File: config.mk
export PLATFORM = sky130hd
export DESIGN_NAME = tdst_ram
export DESIGN_NICKNAME = d
export VERILOG_FILES = /design/src/sv/tdst_ram.sv
export SDC_FILE = /design/constraint.sdc
export NUM_CORES = 2
export LEC_CHECK = 0
export BUFFER_PORTS_ARGS = -buffer_cell sky130_fd_sc_hd__buf_2
export CORE_MARGIN = 3
export CORE_UTILIZATION = 30
export DETAILED_ROUTE_END_ITERATION = 6
export GPL_TIMING_DRIVEN = 0
export PLACE_DENSITY = 0.52
export SYNTH_ARGS = -nofsm -noshare
export SYNTH_HDL_FRONTEND = slang
export SYNTH_SLANG_ARGS = --single-unit
File: constraint.sdc
create_clock -name clk -period 5.6 [get_ports clk]
set_input_delay 0 -clock clk [delete_from_list [all_inputs] [get_ports clk]]
set_output_delay 0 -clock clk [all_outputs]
set_load 0.02 [all_outputs]
File: src/sv/tdst_ram.sv
// Generic simple dual-port RAM with one write port and a registered read port.
// Depends on nothing.
module tdst_ram #(
    parameter int WIDTH = 8,
    parameter int DEPTH = 256
) (
    input  logic                     clk,
    input  logic                     we,
    input  logic [$clog2(DEPTH)-1:0] waddr,
    input  logic [WIDTH-1:0]         wdata,
    input  logic [$clog2(DEPTH)-1:0] raddr,
    output logic [WIDTH-1:0]         rdata
);

    logic [WIDTH-1:0] mem [DEPTH];

    // write and registered read
    always_ff @(posedge clk)
    begin
        if (we)
        begin
            mem[waddr] <= wdata;
        end
        rdata <= mem[raddr];
    end

endmodule

# Word level (Yosys, flattened, before mapping)
# Memory sizes are Yosys's and may differ from the RTL's. A register that Yosys moved wholly into a read port is not among the register bits.
# Index checks and enable logic that the tools add are counted.
[word_totals] output_inout_bits=8 romBits=0 latchBits=0 ram_bits=2048 inputBits=26 mem_count=1 regBits=0
[memory_table] name="mem" words=256 width=8 rd=1 rd_clocked_by_memory_dff=1 write_ports=1 line="15" rtl="logic [WIDTH-1:0] mem [DEPTH];"
[op_classes] order_cmp=0 n_shift=0 n_addsub=0 n_reduce_logical=0 bitwise_logic=0 muxes=2 n_eq_ne=0 n_mul=0 div_mod_pow=0
[op_table] cell="two-way mux 1 bit" count=2

# Depth between registers and ports, before layout
[logic_depth] word_depth=2 mapped_depth=11

# Worst setup path after synthesis
# Ideal clock, no wire load.
[synth_path] path_kind="input port to flip-flop" start="input raddr[0]" end="register rdata[2], read port of mem" setup_time_ns=0.131 arrival_ns=1.807 slack_ns=3.662 cell_stages=9 path_buffers=4 path_cell_list="buf_6 -> buf_12 -> buf_8 -> buf_2 -> mux4_2 -> a22oi_1 -> a21oi_1 -> nor4_1 -> nor4_2"
[synth_lines] element="start: declaration" line="11" rtl="input logic [$clog2(DEPTH)-1:0] raddr,"
[synth_lines] element="end: declaration" line="12" rtl="output logic [WIDTH-1:0] rdata"

==> run metrics <==
design area=91260 um^2; vias=between 40000 and 50000; RSZ-0062 raised after global routing=no; Crit. End Element=flip-flop; Hold Crit Depth=3; CTS tree=yes; switching share of total power=0.2290; VDD IR max=between 0.3 and 0.4 mV; sequential share of the synthesized area=0.7750; GPL Wtd Cong=0.9396; Hold Path End=mem[151][2]$_DFFE_PP_; post-synth cell types=55; number of synthesized flops with an enable pin=2048; reg2reg start=mem[210][3]$_DFFE_PP_; post-cts resize count=0; XOR/XNOR Fraction of Synth Area=0; Synth area leader=edfxtp_1; R2R Path End=rdata[3]$_DFF_P_; Static Leakage=around 28 nW; Synth area leaders=edfxtp_1 77%, mux4_2 13%, mux2i_1 1.7%, nor2_1 1.3%, a22oi_1 1.3%; site row count=188; drt initial violations=5793; Starting Density=0.3022; Arrival @ worst endpoint=5030 ps; Root Buffer=clkbuf_16; R2R setup slack=approximately 1900 ps; I/O Buffers=26; Psw=7.426 mW; Synth Instances=3733; Final Hold Violating Endpoints=0; global-route wire length before repair=350300 um; Synth Cell Area=79560 um^2; Slew Viols, Final=25; average vias per placed instance=between 5 and 6; layout cells sized above 1=0.2209; First-pass DRT Iterations=6; Synth Area in Compound Gates=0.03419; total gr overflow=0; Syn Nets=3759; Worst Setup SP=raddr[3]; routed length per instance=33.71 um; area grow syn2layout=14.71%; placed wire-length estimate=approximately 170000 um; internal power=25.01 mW; Overall Global Routing Usage=0.1881; setup TNS=0 ps; Least-Margin Pin Slew=1639 ps; PwrDens=about 360 nW/um^2; Slew HR=-0.1026; initial antenna violation count=21; clock sink count=2056; CP Max Fanout=11; mux contribution to synthesized area=0.1462; Worst-path clk slew=60 ps; max_cap viols=5; WS Path Type=input port to flip-flop; die width=about 520 um; DRT Wirelength=~260000 um; Die ar.=around 270000 um^2; Die Ht=521.0 um; Final Net Count=4025; Synth top area share=0.7730; largest net degree at the start of global routing=145; Startpoint Class=input port; Worst Hold Class=input port to flip-flop; DP Area=84560 um^2; Flop pwr share=0.524; failing checks=capacitance limit, slew limit; Clock power frac=0.418; prevailing post-synth register cell=edfxtp_1; Combinational Power Share=0.059; Post-Synth Adder-Cell Area=0; post-route minimum period=4411 ps; Max Root-Sink Buffers=3; Worst Clk Skew=39.95 ps; Clock Latency Late Sink=850 ps; vias in the first global route=40650; Post-synth ARST share=0; main combinational cell family by area after synthesis=multiplexers; H-tree Lvls=4; synth warn=0; CTS buffer count=~210; Setup violations, final=0; Critical Path RT=just over 6000 ps; R2R cell count=6; outcome=finished, violations left; Synth Area per Inst=21.31 um^2; crit share post-route=0.7878; hold path startpoint=waddr[1]; fmax=between 0.2 and 0.25 GHz; number of synthesized register bits=2056; drc violations=0; core region area=263200 um^2; boundary pin count=34; Simple-Gate Fraction of Synth Area=0.02628; antenna viol nets, final=0
final cells by class:
| type | count | area [um^2] |
|---|---|---|
| Buffer | 233 | 1479 |
| Clock inverter | 127 | 973.4 |
| Timing Repair Buffer | 50 | 650.6 |
| Tap cell | 3515 | 4398 |
| Clock buffer | 269 | 5593 |
| Inverter | 2 | 7.507 |
| Sequential cell | 2056 | 61660 |
| Fill cell | 24510 | 172000 |
| Antenna cell | 13 | 32.53 |
| Multi-Input combinational cell | 1442 | 16470 |
routing by layer:
metal | track usage | vias to the layer above | share of wire
li1 | - | 16280 | -
met1 | 0.2556 | 22510 | 0.40
met2 | 0.2944 | 2094 | 0.47
met3 | 0.04359 | 394 | 0.089
met4 | 0.07070 | 6 | 0.041
met5 | 0 | - | 0.00015
how the worst max path moves through the flow:
stage                  endpoint  slack [ps]  cells after the start
2_1_floorplan  rdata[2]$_DFF_P_        3660                      9
3_3_place_gp   rdata[7]$_DFF_P_        -300                      9
3_5_place_dp   rdata[2]$_DFF_P_         560                     10
4_1_cts        rdata[2]$_DFF_P_        1460                     10
5_1_grt        rdata[2]$_DFF_P_        1430                     10
6_report       rdata[3]$_DFF_P_        1190                      9
layout by cell type, fill, tap and decap left out, types with 46 or more instances in the layout:
| cell type | count |
|---|---|
| edfxtp_1 | 2048 |
| clkinv_1 | 58 |
| clkbuf_16 | 215 |
| o221ai_1 | 46 |
| mux2i_1 | 134 |
| a21oi_1 | 96 |
| buf_2 | 55 |
| nor2_1 | 282 |
| mux4_2 | 454 |
| a22oi_1 | 133 |
| clkbuf_1 | 143 |
cells in the mapped netlist, types with 3 or more instances:
master,number
buf_6,21
o21ai_0,10
o211ai_1,10
a211oi_1,16
clkbuf_1,111
nor2_1,282
a21oi_1,96
a22o_1,8
a22oi_1,133
buf_8,13
o22a_1,5
nand2b_1,8
buf_4,27
mux4_2,454
nor2b_1,31
buf_2,31
nand3_1,34
buf_12,8
nor4_1,24
o221ai_1,46
mux2i_1,134
o22ai_1,28
dfxtp_1,8
nand4_1,10
o32ai_1,4
a221oi_1,13
and2_1,6
nor3_1,22
buf_1,22
or2_2,4
edfxtp_1,2048
nand2_1,33
nor4_2,3
kinds of logic (layout without fill, tap and decap cells):
logic type | Yosys count | in the layout
flip-flops | 2056 | 2056
buffers and inverters | 235 | 681
AO/OA/AOI/OAI | 385 | 385
other | 0 | 13
AND/OR/NAND/NOR | 466 | 466
multiplexers | 591 | 591
power groups by stage:
stage / combinational (mW) / clock (mW) / sequential, mW
after floorplan: 0.824 / 0 / 17.3
after global placement: 1.82 / 0 / 17.4
after detailed placement: 1.88 / 0 / 17.3
after CTS: 1.89 / 13.7 / 17.0
after global routing: 1.94 / 14.3 / 17.0
final: 1.90 / 13.5 / 17.0
stage by stage:
| stage | total power [mW] | hold slack (ps) | cells | setup slack [ps] | utilization |
|---|---|---|---|---|---|
| 2_1_floorplan | 18.14 | 98.87 | 3733 | 3662 | - |
| 3_3_place_gp | 19.19 | 425.8 | 7274 | -301.0 | 0.3194 |
| 3_5_place_dp | 19.19 | 426.3 | 7289 | 555.7 | 0.3213 |
| 4_1_cts | 32.57 | 69.18 | 7693 | 1461 | 0.3465 |
| 5_1_grt | 33.24 | 130.2 | 7697 | 1426 | 0.3466 |
| 6_report | 32.43 | 146.9 | 7707 | 1189 | 0.3467 |
worst max-delay path, cell delays in order:
cell and delay [ps]:
buf_2 110, buf_2 450, and2_1 200, buf_1 810, clkbuf_1 1150, a22oi_1 250, a21oi_1 630, nor4_1 240
nor4_1 1140
registers in the layout (all words and copies together) (netlist names):
signal,flops
rdata,8
mem,2048
timing repair:
action,4_1_cts,5_1_grt
hold buffers,8,0
endpoints found under the hold margin,1103,0
endpoints found under the setup margin,0,0
buffers inserted,0,0
(Power assumes the default switching activity.)
