===== src/sv/tdst_pkg.sv =====
// Shared constants, types and helpers of the timed delay slot table.
// Depends on nothing; used by tdst_mod, timed_delay_slot_table and the testbench.
package tdst_pkg;

    // table geometry
    localparam int SLOT_COUNT = 256;
    localparam int SLOT_W     = $clog2(SLOT_COUNT);
    localparam int CNT_W      = $clog2(SLOT_COUNT + 1);
    localparam int LIVE_W     = 9;
    localparam int OCC_W      = (CNT_W > LIVE_W) ? CNT_W : LIVE_W;

    // limits and generator constants
    localparam int MAX_DATAGRAM    = 1500;
    localparam int LATENCY_CEILING = 2000;
    localparam logic [31:0] SEED_DEFAULT = 32'h5eed_1234;
    localparam int XS_A = 13;
    localparam int XS_B = 17;
    localparam int XS_C = 5;

    // field widths
    localparam int CFG_W      = 11;
    localparam int RAND_W     = 32;
    localparam int SPAN_W     = CFG_W + 1;
    localparam int DELAY_W    = SPAN_W + 1;
    localparam int TIME_W     = 48;
    localparam int DUE_W      = TIME_W + 1;
    localparam int TAG_W      = 16;
    localparam int LEN_W      = 16;
    localparam int ADDR_W     = 32;
    localparam int PORT_W     = 16;
    localparam int CAP_W      = 16;
    localparam int COUNT_W    = 32;
    localparam int STATUS_W   = 3;
    localparam int CFG_IDX_W  = 2;
    localparam int CFG_DATA_W = 32;

    // register indexes
    localparam logic [CFG_IDX_W-1:0] CFG_LATENCY = 2'd0;
    localparam logic [CFG_IDX_W-1:0] CFG_JITTER  = 2'd1;
    localparam logic [CFG_IDX_W-1:0] CFG_SEED    = 2'd2;

    // request codes
    localparam logic REQ_HOLD = 1'b0;
    localparam logic REQ_POLL = 1'b1;

    // result status codes
    typedef enum logic [STATUS_W-1:0] {
        STAT_HELD      = 3'd0,
        STAT_FULL      = 3'd1,
        STAT_REJECTED  = 3'd2,
        STAT_DELIVERED = 3'd3,
        STAT_NOTHING   = 3'd4,
        STAT_DROPPED   = 3'd5
    } status_t;

    // datagram descriptor as kept in the slot memory
    typedef struct packed {
        logic [TAG_W-1:0]  tag;
        logic [LEN_W-1:0]  len;
        logic [ADDR_W-1:0] addr;
        logic [PORT_W-1:0] port;
    } desc_t;

    // one xorshift step
    function automatic logic [RAND_W-1:0] xorshift_step(input logic [RAND_W-1:0] x);
        logic [RAND_W-1:0] a;
        logic [RAND_W-1:0] b;
        a = x ^ (x << XS_A);
        b = a ^ (a >> XS_B);
        return b ^ (b << XS_C);
    endfunction

endpackage


===== src/sv/tdst_mod.sv =====
// Iterative remainder unit: random word modulo the jitter span, one bit a cycle.
// Depends on tdst_pkg.
module tdst_mod (
    input  logic                          clk,
    input  logic                          rst_n,
    input  logic                          start,
    input  logic [tdst_pkg::RAND_W-1:0]   dividend,
    input  logic [tdst_pkg::SPAN_W-1:0]   divisor,
    output logic                          done,
    output logic [tdst_pkg::SPAN_W-1:0]   rem
);

    localparam int STEP_W = $clog2(tdst_pkg::RAND_W);

    logic                          busy_reg;
    logic                          done_reg;
    logic [STEP_W-1:0]             step_reg;
    logic [tdst_pkg::RAND_W-1:0]   quo_reg;
    logic [tdst_pkg::SPAN_W-1:0]   div_reg;
    logic [tdst_pkg::SPAN_W-1:0]   rem_reg;
    logic [tdst_pkg::SPAN_W:0]     trial;
    logic [tdst_pkg::SPAN_W-1:0]   rem_next;

    // restoring remainder step
    always_comb
    begin
        trial = {rem_reg, quo_reg[tdst_pkg::RAND_W-1]};
        if (trial >= {1'b0, div_reg})
        begin
            rem_next = tdst_pkg::SPAN_W'(trial - {1'b0, div_reg});
        end
        else
        begin
            rem_next = trial[tdst_pkg::SPAN_W-1:0];
        end
    end

    // control
    always_ff @(posedge clk or negedge rst_n)
    begin
        if (!rst_n)
        begin
            busy_reg <= 1'b0;
            done_reg <= 1'b0;
            step_reg <= '0;
        end
        else
        begin
            done_reg <= 1'b0;
            if (start)
            begin
                busy_reg <= 1'b1;
                step_reg <= '0;
            end
            else if (busy_reg)
            begin
                step_reg <= step_reg + 1'b1;
                if (step_reg == STEP_W'(tdst_pkg::RAND_W - 1))
                begin
                    busy_reg <= 1'b0;
                    done_reg <= 1'b1;
                end
            end
        end
    end

    // datapath
    always_ff @(posedge clk)
    begin
        if (start)
        begin
            quo_reg <= dividend;
            div_reg <= divisor;
            rem_reg <= '0;
        end
        else if (busy_reg)
        begin
            quo_reg <= quo_reg << 1;
            rem_reg <= rem_next;
        end
    end

    assign done = done_reg;
    assign rem  = rem_reg;

endmodule


===== config.mk =====
export PLATFORM = sky130hd
export DESIGN_NAME = tdst_mod
export DESIGN_NICKNAME = d
export VERILOG_FILES = /design/src/sv/tdst_pkg.sv /design/src/sv/tdst_mod.sv
export SDC_FILE = /design/constraint.sdc
export NUM_CORES = 1
export LEC_CHECK = 0
export BUFFER_PORTS_ARGS = -buffer_cell sky130_fd_sc_hd__buf_4
export CORE_ASPECT_RATIO = 0.75
export CORE_UTILIZATION = 59
export DETAILED_ROUTE_END_ITERATION = 7
export PLACE_DENSITY_LB_ADDON = 0.12
export SLEW_MARGIN = 20
export SYNTH_ARGS = -nofsm -noshare
export SYNTH_HDL_FRONTEND = slang
export SYNTH_SLANG_ARGS = --single-unit
export TNS_END_PERCENT = 30

===== constraint.sdc =====
create_clock -name clk -period 3.9 [get_ports clk]
set_input_delay 0 -clock clk [delete_from_list [all_inputs] [get_ports clk]]
set_output_delay 0 -clock clk [all_outputs]
set_load 0.02 [all_outputs]

* Word level (Yosys, flattened, before mapping)
Cells that the tools add are included.
** Operators by class
- Add/subtract/negate cells :: 2
- $lt $le $gt $ge :: 1
- Eq/ne operators :: 1
- Multiplexer cells :: 11
- Reductions and logical operators :: 1
** Operators by type and width (number)
- $mux W32 :: 2
- $ge A13 B12 Y1 :: 1
- $mux W12 :: 1
- $sub A12 B12 Y12 :: 1
- $mux W5 :: 2
- $mux W1 :: 6
- $add A5 B1 Y5 const B :: 1
- $eq A5 B5 Y1 const B :: 1
- $reduce_bool A2 Y1 :: 1
** Storage, ports and cells
- Register bits after elaboration :: 63
- Word-level logic and storage cells :: 22

* Depth between registers and ports, before layout
- Word-level depth :: 4
- Gate-level depth with buffers :: 10
- Mapped depth without buffers :: 10

* Worst setup path after synthesis
Ideal clock, no wire load.
- Path kind :: register to register
- From :: register quo_reg[31] (netlist bit)
- To :: register rem_reg, in the netlist rem[8]
- Setup time :: 0.087 ns
- Data arrival time :: 2.226 ns
- Slack :: 1.587 ns
- Cell stages (with the launch flop) :: 11
- Path through :: edfxtp_1 -> inv_1 -> ha_1 -> inv_1 -> fa_1 -> a211oi_1 -> o21bai_1 -> a2111oi_0 -> a21oi_1 -> xnor2_1 -> o31ai_1
** On the way
- Cells in the longest elaborated chain, start to end :: 2
** Ends and longest elaborated chain
- start, declared :: line tdst_mod.sv:18 : logic [tdst_pkg::RAND_W-1:0] quo_reg;
- start signal, assigned :: line tdst_mod.sv:72 : quo_reg <= dividend;
- start signal, assigned :: line tdst_mod.sv:78 : quo_reg <= quo_reg << 1;
- $sub A12 B12 Y12 or $ge A13 B12 Y1 (tied branches) :: line tdst_mod.sv:30, tdst_mod.sv:28
- $mux W12 * :: line tdst_mod.sv:28 : if (trial >= {1'b0, div_reg})
- end signal, assigned :: line tdst_mod.sv:79 : rem_reg <= rem_next;
- end, declared :: line tdst_mod.sv:20 : logic [tdst_pkg::SPAN_W-1:0] rem_reg;
Every way passes the cells marked *; elsewhere a longest branch is shown, timed or not.
A chain may end at the register's enable or synchronous reset.

* Worst setup path in the final report
Same ends and word-level chain as after synthesis.

==> run metrics <==
status=complete, no violations; slew at the pin closest to its max-slew limit=0.794 ns; CP arrival=2.95 ns; EDFF count, synth=44; R2R depth=10; crit path max fanout=3; post-CTS sizing=0; initial antenna violation count=0; synth top area cells=edfxtp_1 42%, mux2_2 11%, dfxtp_1 7.6%, dfrtp_1 5.5%, ha_1 5.5%; Setup TNS Final=0 ns; Reg-to-Reg Start=quo_reg[31]; CP required=4.15 ns; area of the mapped netlist=0.00317 mm^2; CTS tree=built; worst r2r dst=rem[8]; register area=0.00174 mm^2; total iterations of the first detailed-routing run=5; M1 wire length=3140 um; routed vias=roughly 2.4k; GR Util All Layers=28.4%; vias per std cell=around 5.5; Setup violations, final=0; post-synth cell types=a little under 50; Syn-to-layout area delta=36.0%; clock slew at reported path FFs=0.07 ns; pre-CTS WS=1.31 ns; hold path start=start; Comb power frac=38.1%; pwr dens=around 550 mW/mm^2; starting density of the core=62.9%; hold_buf cts=45; maximum vdd drop=0.000471 V; Post-DRT Antenna Nets=0; Final Slew Violations=0; n_diodes=0; syn_area_per_cell=~13 um^2; final period utilization=between 60% and 70%; Die Span Y=65.5 um; global route total overflow=0; Worst Skew=between 0.007 and 0.008 ns; multi-input logic area=0.00132 mm^2; Longest Clk Path Bufs=2; Min-Delay Path Class=in -> reg; row count=22; H-tree levels=3; cells after synthesis=about 250; power share of the clock group=between 20% and 30%; Worst Setup Path Type=reg -> reg; r2r setup slk=1.20 ns; max FFs per register=32; clk_lat worst skew=around 0.34 ns; io pins=60; final hold violations=0; Yosys warnings=0; #FFs+latches synth=63; largest net degree at the start of global routing=64; Max transition margin=47.0%; postcts setup bufs=0; DRC violations left=0; Max Freq=0.370 GHz; post-DP HPWL=4080 um; WHS Path Cells=2; nets@finish=418; Cells after DPL=about 370; Yosys top cell by area=edfxtp_1; clk root buf=clkbuf_8; port bufs=59; top-area cell type share of the netlist area=around two fifths; final WL=7400 um; Routed WL per cell=17.1 um; Seq/Total Area, Yosys=54.8%; Tmin final=2.70 ns; share of layout cells above drive strength 1=32.4%; Setup WS post-layout=~1.2 ns; Mapped Nets=311; P_int=around 1500 uW; full die area=approximately 0.0057 mm^2; Final GP Congestion=0.879; final std cells w/o fill=433; first-pass GRT wire length=about 12000 um; asr flop ratio synth=approximately 11%; CTS Buf Count=9; Crit. End Element=flop; met2 routed wirelength=3740 um; Post-synth top flop=edfxtp_1; net switching power=between 800 and 900 uW; # Max-Cap Violations=0; Worst Hold Path EP=step_reg[4]; die extent in x=between 80 and 90 um; Power, Total=2360 uW; Leak Pwr=between 0.0015 and 0.002 uW; Sink Count=63; Layout fillers=~260; RSZ-0062 raised after global routing=no; Max Used Layer=met4; Startpoint Class=flop; met3 routed WL=about 370 um; core region area=0.00504 mm^2; DR iter-0 viols=92; sw frac=between 30% and 40%; sequential share of power=38.3%; number of global-route vias before repair=~2.4k
-- per-layer routing --
| layer | GRT usage (%) | vias to the layer above |
|---|---|---|
| met5 | 0 | - |
| met4 | 11.0 | 0 |
| met3 | 8.67 | 17 |
| met2 | 48.5 | 79 |
| met1 | 34.0 | 1130 |
| li1 | - | 1147 |
-- stage by stage --
step	util, %	hold WS [ns]	area (um^2)
after floorplan	-	-0.296	3170
after global placement	72.7	-0.184	3660
after detailed placement	72.7	-0.184	3660
after CTS	85.4	0.00311	4300
after global routing	85.6	0.238	4310
final	85.6	0.230	4310
-- cell usage in the layout, fill, tap and decap left out, types with 4 or more instances in the layout --
cell           count
nor2_1            20
buf_4             60
o21ai_0            5
a311oi_2           5
a21oi_1            4
nand2_1           14
a21o_1             4
dlygate4sd3_1     46
clkbuf_8           9
edfxtp_1          44
dfrtp_1            7
inv_1             16
xnor2_1            9
mux2_2            31
ha_1              14
dfxtp_1           12
-- synthesized netlist by cell type (2+ instances only) --
| cell type | count |
|---|---|
| a211o_1 | 2 |
| a211oi_1 | 2 |
| a21o_1 | 4 |
| a21oi_1 | 4 |
| a311o_1 | 2 |
| a311oi_1 | 3 |
| a311oi_2 | 5 |
| a41oi_1 | 2 |
| and3_1 | 2 |
| buf_1 | 5 |
| clkbuf_1 | 4 |
| dfrtp_1 | 7 |
| dfxtp_1 | 12 |
| edfxtp_1 | 44 |
| ha_1 | 14 |
| inv_1 | 16 |
| mux2_2 | 31 |
| mux2i_1 | 3 |
| nand2_1 | 14 |
| nand2_2 | 2 |
| nand3_1 | 3 |
| nand4_1 | 3 |
| nor2_1 | 20 |
| nor3b_1 | 2 |
| o211a_1 | 2 |
| o211ai_1 | 2 |
| o21ai_0 | 5 |
| o21bai_1 | 2 |
| o31ai_1 | 3 |
| xnor2_1 | 9 |
| xor2_1 | 2 |
-- worst max-delay path, stage by stage, from the launching register on --
cell and delay (ns):
edfxtp_1 0.40, inv_1 0.08, ha_1 0.18, inv_1 0.06, fa_1 0.42, a211oi_1 0.34, o21bai_1 0.19, a2111oi_0 0.50
a21oi_1 0.10, xnor2_1 0.15, o31ai_1 0.17
-- cell families (layout without fill, tap and decap cells) --
group | after synthesis | after routing | share of synthesized area [%]
compound gates | 46 | 46 | 12.6
xor+xnor | 11 | 11 | 3.04
fa+ha+maj | 15 | 15 | 6.16
simple gates | 54 | 54 | 8.01
flops | 63 | 63 | 54.8
buf+inv | 26 | 138 | 3.43
mux | 34 | 34 | 12.0
-- power by group through the flow --
| stage | combinational, uW | clock [uW] | sequential, uW |
|---|---|---|---|
| 5_1_grt | 972 | 587 | 912 |
| 3_5_place_dp | 830 | 0 | 912 |
| 2_1_floorplan | 558 | 0 | 957 |
| 4_1_cts | 873 | 550 | 900 |
| 3_3_place_gp | 809 | 0 | 910 |
| 6_report | 898 | 555 | 903 |
-- worst max-delay path by stage --
stage / startpoint / to / slack [ns]
6_report: quo_reg[31] / rem[8] / 1.20
5_1_grt: quo_reg[31] / rem[8] / 0.96
2_1_floorplan: quo_reg[31] / rem[8] / 1.59
4_1_cts: quo_reg[31] / rem[8] / 1.28
3_3_place_gp: quo_reg[31] / rem[8] / 1.47
3_5_place_dp: quo_reg[31] / rem[8] / 1.31
-- layout make-up --
cell class,count,area share (%)
Tap cell,72,2.09
Clock inverter,6,1.42
Clock buffer,10,2.96
Timing Repair Buffer,106,21.1
Inverter,16,1.39
Multi-Input combinational cell,160,30.7
Sequential cell,63,40.3
Power figures use the tool's default switching activity.
